## src/rtl/utf8d_pkg.sv

```systemverilog
`timescale 1ns / 1ps

package utf8d_pkg;

  localparam int unsigned ByteW = 8;
  localparam int unsigned CodeW = 21;
  localparam int unsigned CntW  = 2;

  // lead byte patterns
  localparam logic [ByteW-1:0] AsciiLimit = 8'h80;
  localparam logic [2:0]       Lead2Tag   = 3'b110;
  localparam logic [3:0]       Lead3Tag   = 4'b1110;
  localparam logic [4:0]       Lead4Tag   = 5'b11110;
  localparam logic [ByteW-1:0] SurrLead   = 8'hed;
  localparam logic [ByteW-1:0] SurrMask   = 8'ha0;

  typedef struct packed {
    logic [CntW-1:0]  bytes_left;
    logic [CntW-1:0]  bytes_seen;
    logic [CodeW-1:0] partial_code;
    logic             lead_was_ed;
  } seq_state_t;

  typedef struct packed {
    logic [CodeW-1:0] code_point;
    logic             bad_sequence;
    logic             out_last;
  } result_t;

  localparam seq_state_t SeqIdle = '{
    bytes_left:   '0,
    bytes_seen:   '0,
    partial_code: '0,
    lead_was_ed:  1'b0
  };

endpackage

```

## src/rtl/utf8_stream_decoder_top.sv

```systemverilog
`timescale 1ns / 1ps

// utf8 stream decoder
// input channel: one text byte per transaction (in_byte_i, end_of_text_i),
//   handshake in_valid_i / in_ready_o
// output channel: one decoded code point or error per transaction
//   (code_point_o, bad_sequence_o, out_last_o), handshake out_valid_o / out_ready_i
// a byte that leaves a multi-byte sequence open gives no output transaction;
//   the byte that completes it, or a byte flagged end_of_text, gives exactly one
// a result is registered in the output register, or in the skid register behind it
// throughput: one byte per cycle while in_ready_o is high, set by the single
//   decode step between the sequence state register and the output register
// a two-entry output (main register plus skid register) keeps in_ready_o high
//   for one extra result while the receiver stalls; in_ready_o drops only when
//   both entries hold results
// reset clears the sequence state and both output entries; no transaction is
//   lost or repeated under any pattern of valid and ready on either side
module utf8_stream_decoder_top import utf8d_pkg::*; (
  input  logic             clk_i,
  input  logic             rst_ni,
  input  logic             in_valid_i,
  output logic             in_ready_o,
  input  logic [ByteW-1:0] in_byte_i,
  input  logic             end_of_text_i,
  output logic             out_valid_o,
  input  logic             out_ready_i,
  output logic [CodeW-1:0] code_point_o,
  output logic             bad_sequence_o,
  output logic             out_last_o
);

  seq_state_t state_q, state_d, step_state;
  logic       step_emit;
  result_t    step_res;

  result_t    out_q, out_d, skid_q, skid_d;
  logic       out_valid_q, out_valid_d, skid_valid_q, skid_valid_d;
  logic       accept, push, pop;

  // combinational decode of one byte against the pending sequence
  utf8d_step u_step (
    .state_i       (state_q),
    .in_byte_i     (in_byte_i),
    .end_of_text_i (end_of_text_i),
    .state_o       (step_state),
    .emit_o        (step_emit),
    .result_o      (step_res)
  );

  assign in_ready_o = !skid_valid_q;
  assign accept     = in_valid_i && in_ready_o;
  assign push       = accept && step_emit;
  assign pop        = out_valid_q && out_ready_i;

  assign state_d = accept ? step_state : state_q;

  // output register with skid entry behind it
  always_comb begin
    out_d        = out_q;
    out_valid_d  = out_valid_q;
    skid_d       = skid_q;
    skid_valid_d = skid_valid_q;
    if (pop || !out_valid_q) begin
      if (skid_valid_q) begin
        out_d        = skid_q;
        out_valid_d  = 1'b1;
        skid_valid_d = push;
        skid_d       = push ? step_res : skid_q;
      end else begin
        out_d       = step_res;
        out_valid_d = push;
      end
    end else if (push) begin
      skid_d       = step_res;
      skid_valid_d = 1'b1;
    end
  end

  always_ff @(posedge clk_i or negedge rst_ni) begin
    if (!rst_ni) begin
      state_q      <= SeqIdle;
      out_valid_q  <= 1'b0;
      skid_valid_q <= 1'b0;
    end else begin
      state_q      <= state_d;
      out_valid_q  <= out_valid_d;
      skid_valid_q <= skid_valid_d;
    end
  end

  // payload registers need no reset
  always_ff @(posedge clk_i) begin
    out_q  <= out_d;
    skid_q <= skid_d;
  end

  assign out_valid_o    = out_valid_q;
  assign code_point_o   = out_q.code_point;
  assign bad_sequence_o = out_q.bad_sequence;
  assign out_last_o     = out_q.out_last;

endmodule

```

## src/rtl/utf8d_step.sv

```systemverilog
`timescale 1ns / 1ps

module utf8d_step import utf8d_pkg::*; (
  input  seq_state_t       state_i,
  input  logic [ByteW-1:0] in_byte_i,
  input  logic             end_of_text_i,
  output seq_state_t       state_o,
  output logic             emit_o,
  output result_t          result_o
);

  seq_state_t       cont;
  logic             ed_next;
  logic             lead_open;

  always_comb begin
    state_o   = state_i;
    emit_o    = 1'b0;
    result_o  = '{code_point: '0, bad_sequence: 1'b0, out_last: end_of_text_i};
    lead_open = 1'b0;
    cont      = state_i;
    ed_next   = state_i.lead_was_ed;

    if (state_i.bytes_left == '0) begin
      if (in_byte_i < AsciiLimit) begin
        emit_o              = 1'b1;
        result_o.code_point = CodeW'(in_byte_i);
      end else if (in_byte_i[7:5] == Lead2Tag) begin
        lead_open             = 1'b1;
        state_o.partial_code  = CodeW'(in_byte_i[4:0]);
        state_o.bytes_left    = CntW'(1);
        state_o.bytes_seen    = CntW'(1);
      end else if (in_byte_i[7:4] == Lead3Tag) begin
        lead_open             = 1'b1;
        state_o.partial_code  = CodeW'(in_byte_i[3:0]);
        state_o.bytes_left    = CntW'(2);
        state_o.bytes_seen    = CntW'(1);
        state_o.lead_was_ed   = (in_byte_i == SurrLead);
      end else if (in_byte_i[7:3] == Lead4Tag) begin
        lead_open             = 1'b1;
        state_o.partial_code  = CodeW'(in_byte_i[2:0]);
        state_o.bytes_left    = CntW'(3);
        state_o.bytes_seen    = CntW'(1);
      end else begin
        // stray continuation or illegal lead
        state_o               = SeqIdle;
        emit_o                = 1'b1;
        result_o.bad_sequence = 1'b1;
      end
      // text ends right after a multi-byte lead
      if (lead_open && end_of_text_i) begin
        state_o               = SeqIdle;
        emit_o                = 1'b1;
        result_o.bad_sequence = 1'b1;
      end
    end else begin
      // surrogate check only on the byte after an 0xed lead
      if (state_i.bytes_seen == CntW'(1) && state_i.lead_was_ed &&
          (in_byte_i & SurrMask) != SurrMask) begin
        ed_next = 1'b0;
      end
      cont.lead_was_ed  = ed_next;
      cont.partial_code = {state_i.partial_code[CodeW-7:0], in_byte_i[5:0]};
      cont.bytes_left   = state_i.bytes_left - CntW'(1);
      cont.bytes_seen   = state_i.bytes_seen + CntW'(1);
      if (cont.bytes_left == '0) begin
        state_o               = SeqIdle;
        emit_o                = 1'b1;
        result_o.bad_sequence = ed_next;
        result_o.code_point   = ed_next ? '0 : cont.partial_code;
      end else if (end_of_text_i) begin
        state_o               = SeqIdle;
        emit_o                = 1'b1;
        result_o.bad_sequence = 1'b1;
      end else begin
        state_o = cont;
      end
    end
  end

endmodule
```

## config.mk

```make
export PLATFORM = sky130hd
export DESIGN_NAME = utf8_stream_decoder_top
export DESIGN_NICKNAME = d
export VERILOG_FILES = /design/src/rtl/utf8d_pkg.sv /design/src/rtl/utf8_stream_decoder_top.sv /design/src/rtl/utf8d_step.sv
export SDC_FILE = /design/constraint.sdc
export NUM_CORES = 1
export LEC_CHECK = 0
export BUFFER_PORTS_ARGS = -buffer_cell sky130_fd_sc_hd__buf_2
export CAP_MARGIN = 5
export CORE_ASPECT_RATIO = 0.8
export CORE_MARGIN = 8
export CORE_UTILIZATION = 55
export DETAILED_ROUTE_END_ITERATION = 8
export PLACE_DENSITY_LB_ADDON = 0.1
export RECOVER_POWER = 25
export SLEW_MARGIN = 5
export SYNTH_ARGS = -nofsm -noshare
export SYNTH_HDL_FRONTEND = slang
export SYNTH_HIERARCHICAL = 1
export SYNTH_SLANG_ARGS = --single-unit
export TNS_END_PERCENT = 5
```

## constraint.sdc

```tcl
create_clock -name clk_i -period 7.55 [get_ports clk_i]
set_input_delay 2.265 -clock clk_i [delete_from_list [all_inputs] [get_ports clk_i]]
set_output_delay 2.265 -clock clk_i [all_outputs]
set_load 0.05 [all_outputs]
```

==> flow_summary.yaml <==
synthesis:
  syn_area_per_cell_um2: 14.55
  syn_inst: 225
  synth.cell_area_um2: 3274
  syn_nets: 241
  yosysWarnings: 6
placed_design:
  hpwl_um: 4205
  io_buffers: 37
  place_congestion: 0.9004
sta:
  period_needed_ps: 4240
  max_freq_mhz: 235.9
  clock_skew_ps: 10.57
  period_share: 0.5616
  slew_headroom: 0.01601
  setup_tns_ps: 0
  rsz0062_at_grt: "no"
  hold_viol: 0
  drv_slew: 0
  finalSetupViolCount: 0
  hold_ws_ps: 526.3
  tightest_slew_ps: 1476
global_routing:
  grt_first_pass_wirelength_um: 10570
  grt_use_total: 0.1618
  grt_max_degree: 28
  overflow: 0
  antenna_found_initial: 0
  first_global_vias: 1959
power_and_ir_drop:
  p_switching_mw: 0.5333
  clkPwrFrac: 0.211
  peakVddDrop_mv: 0.2094
  seq_power_share: 0.402
  p_per_area_nw_per_um2: 375.6
  leakage_nw: 1.552
  pwr-share-comb: 0.387
  switching_share: 0.3881
  p_int_mw: 0.8409
clock_network:
  clkTransAtPathRegs_ps: 70
  cts_tree: "done"
  cts_num_sinks: 68
  clock-root-buffer: "clkbuf_8"
  htreeDepth: 3
  cts_buffer_depth: 2
  insertion_delay_ps: 350
  cts_buffers: 9
  postCtsSetupBuffers: 0
  cts_hold_buf: 0
  cts_resized: 0
floorplan:
  die_w_um: 102.3
  core_um2: 5818
  io_pins: 38
  die_area_um2: 8694
  dieHeight_um: 85.01
  num_rows: 25
  initial_core_util: 0.5628
cells_and_area:
  antenna_cells: 0
  syn_to_final_growth_pct: 11.73
  final_common_cell: "edfxtp_1"
  fin_nets: 279
  final_cell_mix: "edfxtp_1 (46), buf_2 (35), mux2_2 (28)"
  drive_above_1_share: 0.3955
  finish.utilization: 0.6288
setup_path:
  r2r_cells: 8
  crit_path_top_delay_cell: "nor3_2"
  crit_arrival_ps: 4270
  critPathCapture: "skid_q[8]"
  critPathLaunch: "out_ready_i"
  endpoint_kind: "flop"
  r2r_start: "state_q[24]"
  cp.depth: 5
  reg2reg_slack_ps: 4860
  path_cells: "buf_2 > nand2b_1 > clkbuf_1 > nor3_2 > buf_4"
  cpLargestDelayFamily: "buffers and inverters"
  critPathMaxStageDelay_ps: 820
  worstSetupPathType: "in2reg"
  start_kind: "primary input"
  timing.rr.end: "skid_q[8]"
  cp_data_required_time_ps: 7580
  critPathBufInv: 3
  crit_fanout: 26
run:
  drv_cap: 0
drt:
  initialDrtViolationCount: 120
  vias: 1921
  drc_errors: 0
  wire_per_inst_um: 18.23
  vias_per_cell: 5.504
  drtAntennaViolNets: 0
  drtPass1Iterations: 4
  wl_um: 6362
worst_hold_path:
  hold_path.class: "reg2reg"
status:
  status: "completed"
## metrics by stage
| stage | instances | cell area, µm² | setup WS, ps | total power [mW] |
|---|---|---|---|---|
| 6_report | 349 | 3659 | 3310 | 1.374 |
| 5_1_grt | 349 | 3659 | 3089 | 1.447 |
| 4_1_cts | 349 | 3665 | 3704 | 1.387 |
| 3_5_place_dp | 333 | 3472 | 3357 | 1.092 |
| 3_3_place_gp | 333 | 3472 | 3384 | 1.086 |
| 2_1_floorplan | 225 | 3274 | 2487 | 0.9858 |
## registers in the layout, indices dropped and copies added, names as in the netlist
register,flops
out_valid_o,1
code_point_o,21
state_q,20
out_last_o,1
skid_q,23
skid_valid_q,1
bad_sequence_o,1
## power by group through the flow
| stage | Clock [mW] | Sequential, mW | Combinational, mW |
|---|---|---|---|
| after global routing | 0.316 | 0.563 | 0.568 |
| after CTS | 0.299 | 0.552 | 0.536 |
| after detailed placement | 0 | 0.559 | 0.533 |
| after global placement | 0 | 0.556 | 0.531 |
| final | 0.290 | 0.553 | 0.531 |
| after floorplan | 0 | 0.694 | 0.292 |
## metal layers
metal,vias up,routed length (µm),GRT usage
li1,904,-,-
met1,967,3010,0.2196
met2,43,2915,0.2286
met3,7,379,0.06541
met4,0,56,0.05053
met5,-,0,0
## final cells by class
| type | count | area, µm² |
|---|---|---|
| Sequential cell | 68 | 1932 |
| Multi-Input combinational cell | 133 | 1182 |
| Inverter | 9 | 33.78 |
| Clock buffer | 10 | 127.6 |
| Fill cell | 467 | 2160 |
| Clock inverter | 6 | 65.06 |
| Tap cell | 81 | 101.3 |
| Timing Repair Buffer | 42 | 216.5 |
## how the worst min path moves through the flow
stage,slack (ps),startpoint,depth (start not counted),to
after floorplan,480,state_q[25],1,state_q[25]
after global placement,490,state_q[25],1,state_q[25]
after detailed placement,510,state_q[25],1,state_q[25]
after CTS,530,state_q[11],1,state_q[11]
after global routing,540,state_q[25],1,state_q[25]
final,530,state_q[25],1,state_q[25]
## worst register-to-register path: stages (launching register included)
cell	delay [ps]
dfrtp_1	400
inv_1	100
ha_1	430
or3_4	260
o31ai_4	90
inv_1	90
nand2_1	70
nor3_2	540
buf_4	380
Power figures use the tool's default switching activity.
